===== src/hdl/humidity_sensor_frame_decoder_top_defines.svh =====
// Assertion macros shared by the frame decoder modules.
`ifndef HUMIDITY_SENSOR_FRAME_DECODER_TOP_DEFINES_SVH
`define HUMIDITY_SENSOR_FRAME_DECODER_TOP_DEFINES_SVH

// Condition must hold in the same cycle as the trigger.
`define HSFD_ASSERT_SAME(label, trig, cond, msg) \
    label: assert property (@(posedge clk) disable iff (!rst_n) (trig) |-> (cond)) \
        else $error(msg);

// Condition must hold in the cycle after the trigger.
`define HSFD_ASSERT_NEXT(label, trig, cond, msg) \
    label: assert property (@(posedge clk) disable iff (!rst_n) (trig) |=> (cond)) \
        else $error(msg);

`endif


===== src/hdl/hsfd_pkg.sv =====
// Shared types, constants and the CRC step function for the frame decoder.
`timescale 1ns / 1ps

package hsfd_pkg;

    // CRC-8, MSB first, no final xor
    localparam logic [7:0] CRC_INIT = 8'hFF;
    localparam logic [7:0] CRC_POLY = 8'h31;

    // Byte positions within the six-byte frame
    localparam logic [2:0] POS_T_HI  = 3'd0;
    localparam logic [2:0] POS_T_LO  = 3'd1;
    localparam logic [2:0] POS_T_CRC = 3'd2;
    localparam logic [2:0] POS_H_HI  = 3'd3;
    localparam logic [2:0] POS_H_LO  = 3'd4;
    localparam logic [2:0] POS_H_CRC = 3'd5;

    // Conversion constants
    localparam logic [14:0] TEMP_SPAN   = 15'd17500;
    localparam logic [14:0] TEMP_OFFSET = 15'd4500;
    localparam logic [13:0] HUM_SPAN    = 14'd12500;
    localparam logic [13:0] HUM_OFFSET  = 14'd600;
    localparam logic [13:0] HUM_MAX     = 14'd10000;
    localparam logic [13:0] HUM_TOP     = 14'd10600;  // HUM_MAX + HUM_OFFSET

    // Frame queue between front and back
    localparam int FIFO_DEPTH = 2;
    localparam int FIFO_PTR_W = $clog2(FIFO_DEPTH);
    localparam int FIFO_CNT_W = $clog2(FIFO_DEPTH + 1);

    // One decoded frame: raw words and combined CRC flag
    typedef struct packed {
        logic [15:0] raw_t;
        logic [15:0] raw_h;
        logic        crc_error;
    } frame_t;

    // Push request from front to queue
    typedef struct packed {
        logic   valid;
        frame_t frame;
    } push_t;

    // One CRC-8 byte update
    function automatic logic [7:0] crc8_step(input logic [7:0] crc, input logic [7:0] data);
        logic [7:0] c;
        c = crc ^ data;
        for (int i = 0; i < 8; i++) begin
            c = c[7] ? ((c << 1) ^ CRC_POLY) : (c << 1);
        end
        return c;
    endfunction

endpackage


===== src/hdl/humidity_sensor_frame_decoder_top.sv =====
// Path: the frame completed by the sixth byte goes through the frame queue, stage 1 and the output register.
// Throughput: one byte beat per cycle while s_tready is high, one result per six bytes;
// the two-entry frame queue and the two-stage conversion pipeline set this figure.
// s_tready drops only while the frame queue is full under output backpressure.
// Reset (rst_n, async, active low): byte position to 0, CRC to 0xFF, queue and pipeline empty.
`timescale 1ns / 1ps

module humidity_sensor_frame_decoder_top
    import hsfd_pkg::*;
(
    input  logic        clk,
    input  logic        rst_n,
    input  logic        s_tvalid,
    output logic        s_tready,
    input  logic [7:0]  s_tdata,   // [7:0] rx_byte
    input  logic        s_tuser,   // [0] frame_start
    output logic        m_tvalid,
    input  logic        m_tready,
    output logic [31:0] m_tdata,   // [14:0] temperature_centi, [28:15] humidity_centi, zero pad
    output logic        m_tuser    // [0] crc_error
);

    push_t  push;
    logic   fifo_full;
    logic   q_valid;
    frame_t q_frame;
    logic   pop;

    hsfd_front u_front (
        .clk       (clk),
        .rst_n     (rst_n),
        .s_tvalid  (s_tvalid),
        .s_tready  (s_tready),
        .s_tdata   (s_tdata),
        .s_tuser   (s_tuser),
        .fifo_full (fifo_full),
        .push      (push)
    );

    hsfd_fifo u_fifo (
        .clk     (clk),
        .rst_n   (rst_n),
        .push    (push),
        .full    (fifo_full),
        .q_valid (q_valid),
        .q_frame (q_frame),
        .pop     (pop)
    );

    hsfd_back u_back (
        .clk      (clk),
        .rst_n    (rst_n),
        .q_valid  (q_valid),
        .q_frame  (q_frame),
        .pop      (pop),
        .m_tvalid (m_tvalid),
        .m_tready (m_tready),
        .m_tdata  (m_tdata),
        .m_tuser  (m_tuser)
    );

endmodule


===== src/hdl/hsfd_front.sv =====
// Front end: tracks byte position, checks CRCs and assembles frames.
`timescale 1ns / 1ps

module hsfd_front
    import hsfd_pkg::*;
(
    input  logic       clk,
    input  logic       rst_n,
    input  logic       s_tvalid,
    output logic       s_tready,
    input  logic [7:0] s_tdata,   // [7:0] rx_byte
    input  logic       s_tuser,   // [0] frame_start
    input  logic       fifo_full,
    output push_t      push
);

    logic [2:0]  pos_reg, pos_next;
    logic [7:0]  crc_reg, crc_next;
    logic [7:0]  high_reg, high_next;
    logic [15:0] raw_t_reg, raw_t_next;
    logic [15:0] raw_h_reg, raw_h_next;
    logic        first_bad_reg, first_bad_next;
    logic [2:0]  pos_sel;
    logic        beat;

    assign s_tready = !fifo_full;
    assign beat     = s_tvalid && s_tready;

    // Byte decode and frame assembly
    always_comb
    begin
        pos_sel = s_tuser ? POS_T_HI : pos_reg;
        if (pos_sel > POS_H_CRC)
        begin
            pos_sel = POS_T_HI;
        end
        pos_next       = pos_reg;
        crc_next       = crc_reg;
        high_next      = high_reg;
        raw_t_next     = raw_t_reg;
        raw_h_next     = raw_h_reg;
        first_bad_next = first_bad_reg;
        push.valid           = 1'b0;
        push.frame.raw_t     = raw_t_reg;
        push.frame.raw_h     = raw_h_reg;
        push.frame.crc_error = first_bad_reg | (crc_reg != s_tdata);
        if (beat)
        begin
            pos_next = pos_sel + 3'd1;
            unique case (pos_sel) inside
                POS_T_HI, POS_H_HI:
                begin
                    crc_next  = crc8_step(CRC_INIT, s_tdata);
                    high_next = s_tdata;
                end
                POS_T_LO:
                begin
                    raw_t_next = {high_reg, s_tdata};
                    crc_next   = crc8_step(crc_reg, s_tdata);
                end
                POS_H_LO:
                begin
                    raw_h_next = {high_reg, s_tdata};
                    crc_next   = crc8_step(crc_reg, s_tdata);
                end
                POS_T_CRC:
                begin
                    first_bad_next = (crc_reg != s_tdata);
                    crc_next       = CRC_INIT;
                end
                POS_H_CRC:
                begin
                    crc_next   = CRC_INIT;
                    pos_next   = POS_T_HI;
                    push.valid = 1'b1;
                end
                default:
                begin
                end
            endcase
        end
    end

    // State registers
    always_ff @(posedge clk or negedge rst_n)
    begin
        if (!rst_n)
        begin
            pos_reg       <= POS_T_HI;
            crc_reg       <= CRC_INIT;
            high_reg      <= 8'd0;
            raw_t_reg     <= 16'd0;
            raw_h_reg     <= 16'd0;
            first_bad_reg <= 1'b0;
        end
        else
        begin
            pos_reg       <= pos_next;
            crc_reg       <= crc_next;
            high_reg      <= high_next;
            raw_t_reg     <= raw_t_next;
            raw_h_reg     <= raw_h_next;
            first_bad_reg <= first_bad_next;
        end
    end

endmodule


===== src/hdl/hsfd_fifo.sv =====
// Short frame queue between the front end and the conversion back end.
`timescale 1ns / 1ps
`include "humidity_sensor_frame_decoder_top_defines.svh"

module hsfd_fifo
    import hsfd_pkg::*;
(
    input  logic   clk,
    input  logic   rst_n,
    input  push_t  push,
    output logic   full,
    output logic   q_valid,
    output frame_t q_frame,
    input  logic   pop
);

    frame_t                entry_reg [FIFO_DEPTH];
    logic [FIFO_PTR_W-1:0] wr_ptr_reg, wr_ptr_next;
    logic [FIFO_PTR_W-1:0] rd_ptr_reg, rd_ptr_next;
    logic [FIFO_CNT_W-1:0] count_reg, count_next;
    logic                  do_push, do_pop;

    assign full    = (count_reg == FIFO_CNT_W'(FIFO_DEPTH));
    assign q_valid = (count_reg != '0);
    assign q_frame = entry_reg[rd_ptr_reg];
    assign do_push = push.valid;
    assign do_pop  = pop && q_valid;

    // Pointer and occupancy update
    always_comb
    begin
        wr_ptr_next = wr_ptr_reg;
        rd_ptr_next = rd_ptr_reg;
        count_next  = count_reg;
        if (do_push)
        begin
            wr_ptr_next = FIFO_PTR_W'(wr_ptr_reg + 1'b1);
        end
        if (do_pop)
        begin
            rd_ptr_next = FIFO_PTR_W'(rd_ptr_reg + 1'b1);
        end
        if (do_push && !do_pop)
        begin
            count_next = FIFO_CNT_W'(count_reg + 1'b1);
        end
        else if (!do_push && do_pop)
        begin
            count_next = FIFO_CNT_W'(count_reg - 1'b1);
        end
    end

    always_ff @(posedge clk or negedge rst_n)
    begin
        if (!rst_n)
        begin
            wr_ptr_reg <= '0;
            rd_ptr_reg <= '0;
            count_reg  <= '0;
        end
        else
        begin
            wr_ptr_reg <= wr_ptr_next;
            rd_ptr_reg <= rd_ptr_next;
            count_reg  <= count_next;
        end
    end

    // Entry storage
    always_ff @(posedge clk)
    begin
        if (do_push)
        begin
            entry_reg[wr_ptr_reg] <= push.frame;
        end
    end

    `HSFD_ASSERT_SAME(a_no_push_full, do_push, !full, "frame pushed into full queue")
    `HSFD_ASSERT_NEXT(a_count_up, do_push && !do_pop, count_reg == $past(count_reg) + 1'b1, "queue count did not rise")
    `HSFD_ASSERT_NEXT(a_count_down, !do_push && do_pop, count_reg == $past(count_reg) - 1'b1, "queue count did not fall")

endmodule


===== src/hdl/hsfd_back.sv =====
// Back end: scales raw words to centi-units and drives the result stream.
`timescale 1ns / 1ps
`include "humidity_sensor_frame_decoder_top_defines.svh"

module hsfd_back
    import hsfd_pkg::*;
(
    input  logic        clk,
    input  logic        rst_n,
    input  logic        q_valid,
    input  frame_t      q_frame,
    output logic        pop,
    output logic        m_tvalid,
    input  logic        m_tready,
    output logic [31:0] m_tdata,  // [14:0] temperature_centi, [28:15] humidity_centi, zero pad
    output logic        m_tuser   // [0] crc_error
);

    logic        s1_valid_reg;
    logic [30:0] s1_prod_t_reg, s1_prod_t_next;
    logic [29:0] s1_prod_h_reg, s1_prod_h_next;
    logic        s1_err_reg;
    logic        out_valid_reg;
    logic [14:0] temp_reg, temp_next;
    logic [13:0] hum_reg, hum_next;
    logic        err_reg;
    logic        out_move, s1_move;
    logic [31:0] sum_t;
    logic [29:0] sum_h;
    logic [14:0] q_t;
    logic [13:0] q_h;

    // Stage advance: a stage moves when its successor is empty or draining
    assign out_move = !out_valid_reg || m_tready;
    assign s1_move  = !s1_valid_reg || out_move;
    assign pop      = q_valid && s1_move;

    // Stage 1: constant multiplies
    assign s1_prod_t_next = 31'(q_frame.raw_t) * 31'(TEMP_SPAN);
    assign s1_prod_h_next = 30'(q_frame.raw_h) * 30'(HUM_SPAN);

    // Stage 2: divide by 65535 as (x + (x >> 16) + 1) >> 16, exact for quotients below 2^16
    always_comb
    begin
        sum_t = {1'b0, s1_prod_t_reg} + 32'(s1_prod_t_reg >> 16) + 32'd1;
        sum_h = s1_prod_h_reg + 30'(s1_prod_h_reg >> 16) + 30'd1;
        q_t   = sum_t[30:16];
        q_h   = sum_h[29:16];
        temp_next = q_t - TEMP_OFFSET;
        if (q_h < HUM_OFFSET)
        begin
            hum_next = 14'd0;
        end
        else if (q_h > HUM_TOP)
        begin
            hum_next = HUM_MAX;
        end
        else
        begin
            hum_next = q_h - HUM_OFFSET;
        end
    end

    // Valid bits
    always_ff @(posedge clk or negedge rst_n)
    begin
        if (!rst_n)
        begin
            s1_valid_reg  <= 1'b0;
            out_valid_reg <= 1'b0;
        end
        else
        begin
            if (s1_move)
            begin
                s1_valid_reg <= q_valid;
            end
            if (out_move)
            begin
                out_valid_reg <= s1_valid_reg;
            end
        end
    end

    // Payload registers
    always_ff @(posedge clk)
    begin
        if (pop)
        begin
            s1_prod_t_reg <= s1_prod_t_next;
            s1_prod_h_reg <= s1_prod_h_next;
            s1_err_reg    <= q_frame.crc_error;
        end
        if (out_move && s1_valid_reg)
        begin
            temp_reg <= temp_next;
            hum_reg  <= hum_next;
            err_reg  <= s1_err_reg;
        end
    end

    assign m_tvalid = out_valid_reg;
    assign m_tdata  = {3'b000, hum_reg, temp_reg};
    assign m_tuser  = err_reg;

    `HSFD_ASSERT_SAME(a_hum_range, out_valid_reg, hum_reg <= HUM_MAX, "humidity above clamp")
    `HSFD_ASSERT_SAME(a_temp_range, out_valid_reg, ($signed(temp_reg) >= -15'sd4500) && ($signed(temp_reg) <= 15'sd13000), "temperature out of range")
    `HSFD_ASSERT_NEXT(a_s1_hold, s1_valid_reg && !out_move, s1_valid_reg && $stable(s1_prod_t_reg), "stage 1 lost data while stalled")

endmodule


===== config.mk =====
export PLATFORM = sky130hd
export DESIGN_NAME = humidity_sensor_frame_decoder_top
export DESIGN_NICKNAME = d
export VERILOG_FILES = /design/src/hdl/hsfd_pkg.sv /design/src/hdl/humidity_sensor_frame_decoder_top.sv /design/src/hdl/hsfd_front.sv /design/src/hdl/hsfd_fifo.sv /design/src/hdl/hsfd_back.sv
export VERILOG_INCLUDE_DIRS = /design/src /design/src/hdl
export SDC_FILE = /design/constraint.sdc
export NUM_CORES = 1
export LEC_CHECK = 0
export BUFFER_PORTS_ARGS = -buffer_cell sky130_fd_sc_hd__clkbuf_2
export CAP_MARGIN = 5
export CORE_ASPECT_RATIO = 1.1
export CORE_MARGIN = 3
export CORE_UTILIZATION = 45
export DETAILED_ROUTE_END_ITERATION = 10
export GPL_ROUTABILITY_DRIVEN = 0
export GPL_TIMING_DRIVEN = 0
export HOLD_SLACK_MARGIN = 0.1
export MAX_ROUTING_LAYER = met4
export PLACE_DENSITY = 0.73
export SLEW_MARGIN = 20
export SYNTH_ARGS = -nofsm -noshare
export SYNTH_HDL_FRONTEND = slang
export SYNTH_SLANG_ARGS = --single-unit
export TNS_END_PERCENT = 100

===== constraint.sdc =====
create_clock -name clk -period 13.2 [get_ports clk]
set_input_delay 1.98 -clock clk [delete_from_list [all_inputs] [get_ports clk]]
set_output_delay 1.98 -clock clk [all_outputs]
set_load 0.005 [all_outputs]

-- Yosys cells after proc, flatten, opt, wreduce, memory -nomap -nowiden
Memory sizes are Yosys's and may differ from the RTL's.
Index checks and enable logic that the tools add are counted.
- memories kept: 1
- bits of input ports: 13
- memory bits (writable): 66
- register bits after elaboration: 146
- output and inout bits: 35
- logic and storage cells: 114
- memories (memory ; words ; bits a word ; rd ports ; clocked after memory_dff ; wr ports ; RTL line ; source):
    u_fifo.entry_reg ; 2 ; 33 ; 1 ; 0 ; 1 ; hsfd_fifo.sv:17 ; frame_t entry_reg [FIFO_DEPTH];
- bitwise operators: 19
- reduce and logical (&&, ||, !) cells: 26
- muxes and demuxes: 27
- eq/ne operators: 7
- add/sub/neg operators: 11
- multipliers: 2
- magnitude comparators: 3
- operators with widths (cell ; count):
    $mux 6 ; 16
    $not 3->3 ; 16
    $add 31x1->31 const B ; 1
    $add 31x15->31 ; 1
    $add 30x1->30 const B ; 1
    $add 30x14->30 ; 1
    $mul 16x13->29 const B ; 1
    $mul 16x12->28 const B ; 1
    $pmux 8 s3 ; 1
    $sub 15x13->15 const B ; 1
    $gt 14x14->1 const B ; 1
    $lt 14x10->1 const B ; 1
    $mux 14 ; 1
    $sub 14x10->14 const B ; 1
    $reduce_and 2->1 ; 5
    $mux 3 ; 3
    $ne 8x8->1 ; 1
    $not 8->8 ; 1
    $reduce_or 2->1 ; 4
    $xor 8x8->8 ; 1
    $eq 3x2->1 const B ; 2
    $eq 3x3->1 const B ; 2
    $logic_and 1x1->1 ; 6
    $logic_not 1->1 ; 5
    14 further kinds ; 21

-- Depth between registers and ports, before layout
- word-level depth: 18
- mapped depth: 22
- mapped depth without buffers: 20

-- Modules after synthesis
A second synthesis with hierarchy kept.
- cells, all modules: 1396
- area, all modules: 16260.6 um2
- by module, submodules not included (module ; area each (um2) ; seq. area each (um2) ; cells each ; times used):
    hsfd_back ; 10946.7 ; 2692.6 ; 1064 ; 1
    hsfd_fifo ; 2723.9 ; 2082.0 ; 119 ; 1
    hsfd_front ; 2590.0 ; 1311.3 ; 213 ; 1

-- Worst setup path after synthesis
Ideal clock, no wire load.
- path kind: register -> register
- start point: register u_fifo.rd_ptr_reg
- end point: register u_back.s1_prod_t_reg[30], data pin
- path buffers: 2
- arrival time: 5.757 ns
- stages on the path, launching flop included: 22
- period minus slack after synthesis: 6.011 ns
- setup slack: 7.189 ns
- library setup time: 0.254 ns
- data required time: 12.946 ns
- path through: dfrtp_1 clkbuf_1 buf_1 mux2i_1 inv_1 ha_1 inv_1 fa_1 inv_1 ha_1 fa_1 inv_1 fa_1 inv_1 ha_1 a21o_1 a311o_1 o21ai_0 o21ai_0 a211oi_1 o221ai_1 a21o_1
- longest elaborated chain between the ends: 2
- RTL lines (element ; RTL line ; source):
    start: declaration ; hsfd_fifo.sv:19 ; logic [FIFO_PTR_W-1:0] rd_ptr_reg, rd_ptr_next;
    start signal: assignment ; hsfd_fifo.sv:64 ; rd_ptr_reg <= rd_ptr_next;
    $mem_v2 2x33 ; n/a ;
    $mul 16x13->29 ; hsfd_back.sv:39 ; assign s1_prod_t_next = 31'(q_frame.raw_t) * 31'(TEMP_SPAN);
    via u_back.s1_prod_t_next[30] ; hsfd_back.sv:20 ; logic [30:0] s1_prod_t_reg, s1_prod_t_next;
    end signal: assignment ; hsfd_back.sv:90 ; s1_prod_t_reg <= s1_prod_t_next;
    end: declaration ; hsfd_back.sv:20 ;
The timed path passes the listed nets, and every way through them passes these cells.
A chain may end at the register's enable or synchronous reset.

-- Worst setup path in the final report
Same ends and word-level chain as after synthesis.

==> impl_metrics.py <==
metrics = {
    "routing": {
        "wl_um": 29700,
        "drt_first_pass_iters": 7,
        "drt_iter0_markers": 523,
        "drtAntennaViolNets": 0,
        "via_count": 10100,
        "wl_per_cell_um": 15.3,
        "post-route-drc-count": 0,
        "via_per_inst": 5.21,
    },
    "floorplanning": {
        "core_um2": 34600,
        "die_area_um2": 38000,
        "start_util": 0.463,
        "die_w_um": 186,
        "rows": 71,
        "die_h_um": 204,
        "pin_count": 48,
    },
    "clock_network": {
        "clock_sinks": 212,
        "cts-root-buf": "clkbuf_16",
        "path_clk_slew_ns": 0.06,
        "cts_resized": 0,
        "cts_setup_buffers": 0,
        "cts_buffers": 24,
        "hold_buffers": 0,
        "worstSkewPairLatency_ns": 0.52,
        "ctsHtreeMaxLevel": 1,
        "cts_tree": "yes",
        "cts.path.max_buffers": 3,
    },
    "finish": {
        "nets": 1811,
        "diodes": 0,
        "mostFrequentLayoutCells": "ha_1, inv_1, edfxtp_1",
        "area_growth_pct": 11.1,
        "design_area_um2": 17800,
        "drive_gt1_frac": 0.126,
        "layout_commonest_cell": "ha_1",
        "largest_reg_flops": 66,
    },
    "worst_setup_path": {
        "worstSetupPathType": "reg -> reg",
        "rrSetupSlack_ns": 6.31,
        "r2r-start": "u_fifo.rd_ptr_reg",
        "crit_fanout": 10,
        "worstPathArrival_ns": 7.16,
        "end_kind": "flip-flop",
        "worstReg2RegEnd": "u_back.s1_prod_t_reg[30]",
        "reg2reg_depth": 21,
        "required_ns": 13.48,
        "crit_path_start_kind": "flip-flop",
    },
    "timing": {
        "slew_violations": 0,
        "max_freq_ghz": 0.145,
        "fin_crit_ns": 6.89,
        "grt_setup_unrepaired": "no",
        "worstMarginPinSlew_ns": 1.02,
        "slew_headroom": 0.312,
        "finalCritPeriodShare": 0.522,
        "finClkSkew_ns": 0.0161,
        "report.final.hold_viol_count": 0,
        "fin_tns_setup_ns": 0,
        "setup_violations": 0,
    },
    "global_routing": {
        "antenna_found_initial": 0,
        "grt_pass1_vias": 10600,
        "track_usage": 0.166,
        "grt_pass1_wl_um": 50400,
        "grt_overflow": 0,
        "grt_max_degree": 60,
    },
    "status": {
        "status": "complete, no violations",
    },
    "logic_synthesis": {
        "synthCells": 1409,
        "synth-edff-count": 154,
        "synthesis.area_um2": 16000,
        "yosysWarnings": 0,
        "yosysUniqueCellTypes": 71,
        "synth_flop_cell": "edfxtp_1",
        "async_flop_share": 0.274,
        "synth.avg_cell_area_um2": 11.4,
        "ys_ff_latch": 212,
        "yosysSeqAreaShare": 0.379,
    },
    "place": {
        "place_area_um2": 16900,
        "port-buffer-count": 36,
        "dpl.hpwl_um": 23200,
    },
    "min_path": {
        "hold_depth": 0,
        "hold_start": "u_back.s1_err_reg",
        "hold_end": "u_back.m_tuser",
        "hold_class": "reg -> reg",
    },
    "flow_run": {
        "cap_violations": 0,
    },
}
-- kinds of logic (layout without fill, tap and decap cells) --
family	count (synthesis)	count (layout)	share of synthesized area
buf+inv	261	346	0.0628
mux	75	75	0.0516
simple gates	217	217	0.0689
flops	212	212	0.379
xor+xnor	116	116	0.0633
compound gates	207	207	0.0853
other cells	1	3	0.000234
fa+ha+maj	320	320	0.288
-- synth_stat cells, types with 9 or more instances --
cell | count | share of area
nand3_1 | 16 | 0.0050
nand2_1 | 57 | 0.013
edfxtp_1 | 154 | 0.29
dfrtp_1 | 50 | 0.078
nor2_1 | 47 | 0.011
and3_1 | 12 | 0.0047
nor2_2 | 10 | 0.0039
o21ai_0 | 41 | 0.013
clkbuf_1 | 18 | 0.0042
xnor2_1 | 76 | 0.041
xor2_1 | 40 | 0.022
a21o_1 | 17 | 0.0080
nand4_1 | 12 | 0.0047
nand2b_1 | 13 | 0.0051
fa_1 | 83 | 0.10
mux2_2 | 62 | 0.044
mux2i_1 | 13 | 0.0081
a21oi_1 | 62 | 0.019
a211oi_1 | 9 | 0.0042
ha_1 | 237 | 0.18
inv_1 | 233 | 0.055
a31oi_1 | 13 | 0.0051
-- per-stage QoR --
step	hold WS [ns]	utilization	cells	setup slack, ns
after global routing	0.465	0.514	1934	5.81
after floorplan	0.400	-	1411	7.19
after detailed placement	0.409	0.488	1890	6.27
after global placement	0.430	0.484	1885	6.34
after CTS	0.448	0.514	1934	6.27
final	0.453	0.514	1934	6.31
-- worst max-delay path by stage --
stage | slack (ns) | to | from
2_1_floorplan | 7.19 | u_back.s1_prod_t_reg[30] | u_fifo.rd_ptr_reg
3_5_place_dp | 6.27 | u_back.s1_prod_t_reg[30] | u_fifo.rd_ptr_reg
5_1_grt | 5.81 | u_back.s1_prod_t_reg[28] | u_fifo.rd_ptr_reg
4_1_cts | 6.27 | u_back.s1_prod_t_reg[30] | u_fifo.rd_ptr_reg
3_3_place_gp | 6.34 | u_back.s1_prod_t_reg[30] | u_fifo.rd_ptr_reg
6_report | 6.31 | u_back.s1_prod_t_reg[30] | u_fifo.rd_ptr_reg
-- worst max-delay path, stage by stage, from the launching register on --
cell and delay [ns]:
dfrtp_1 0.32, clkbuf_1 0.29, buf_1 0.61, mux2i_1 0.50, inv_1 0.24, ha_1 0.33, inv_1 0.05, fa_1 0.49
inv_1 0.04, ha_1 0.30, fa_1 0.48, inv_1 0.05, fa_1 0.53, inv_1 0.04, ha_1 0.36, a21o_1 0.22
a311o_1 0.35, o21ai_0 0.34, o21ai_0 0.23, a211oi_1 0.46, o221ai_1 0.18, a21o_1 0.20
-- routing by layer --
layer	GRT usage	routed length [um]	vias to the layer above
li1	-	-	5004
met1	0.204	13200	4822
met2	0.284	14300	175
met3	0.0231	1080	84
met4	0.0553	1040	0
met5	-	0	-
-- area by class of cell --
| cell class | instances | area [um2] |
|---|---|---|
| fillers | 2953 | 16800 |
| multi-input cells | 938 | 8970 |
| flip-flops and latches | 212 | 6090 |
| inverters | 233 | 877 |
| clock buffers | 35 | 787 |
| well taps | 438 | 548 |
| repair buffers | 41 | 305 |
| plain buffers | 28 | 133 |
| clock inverters | 9 | 114 |
Power is left out: the tool's default activity adds up to more than one toggle a clock period on the data nets, which glitch-free logic cannot reach.
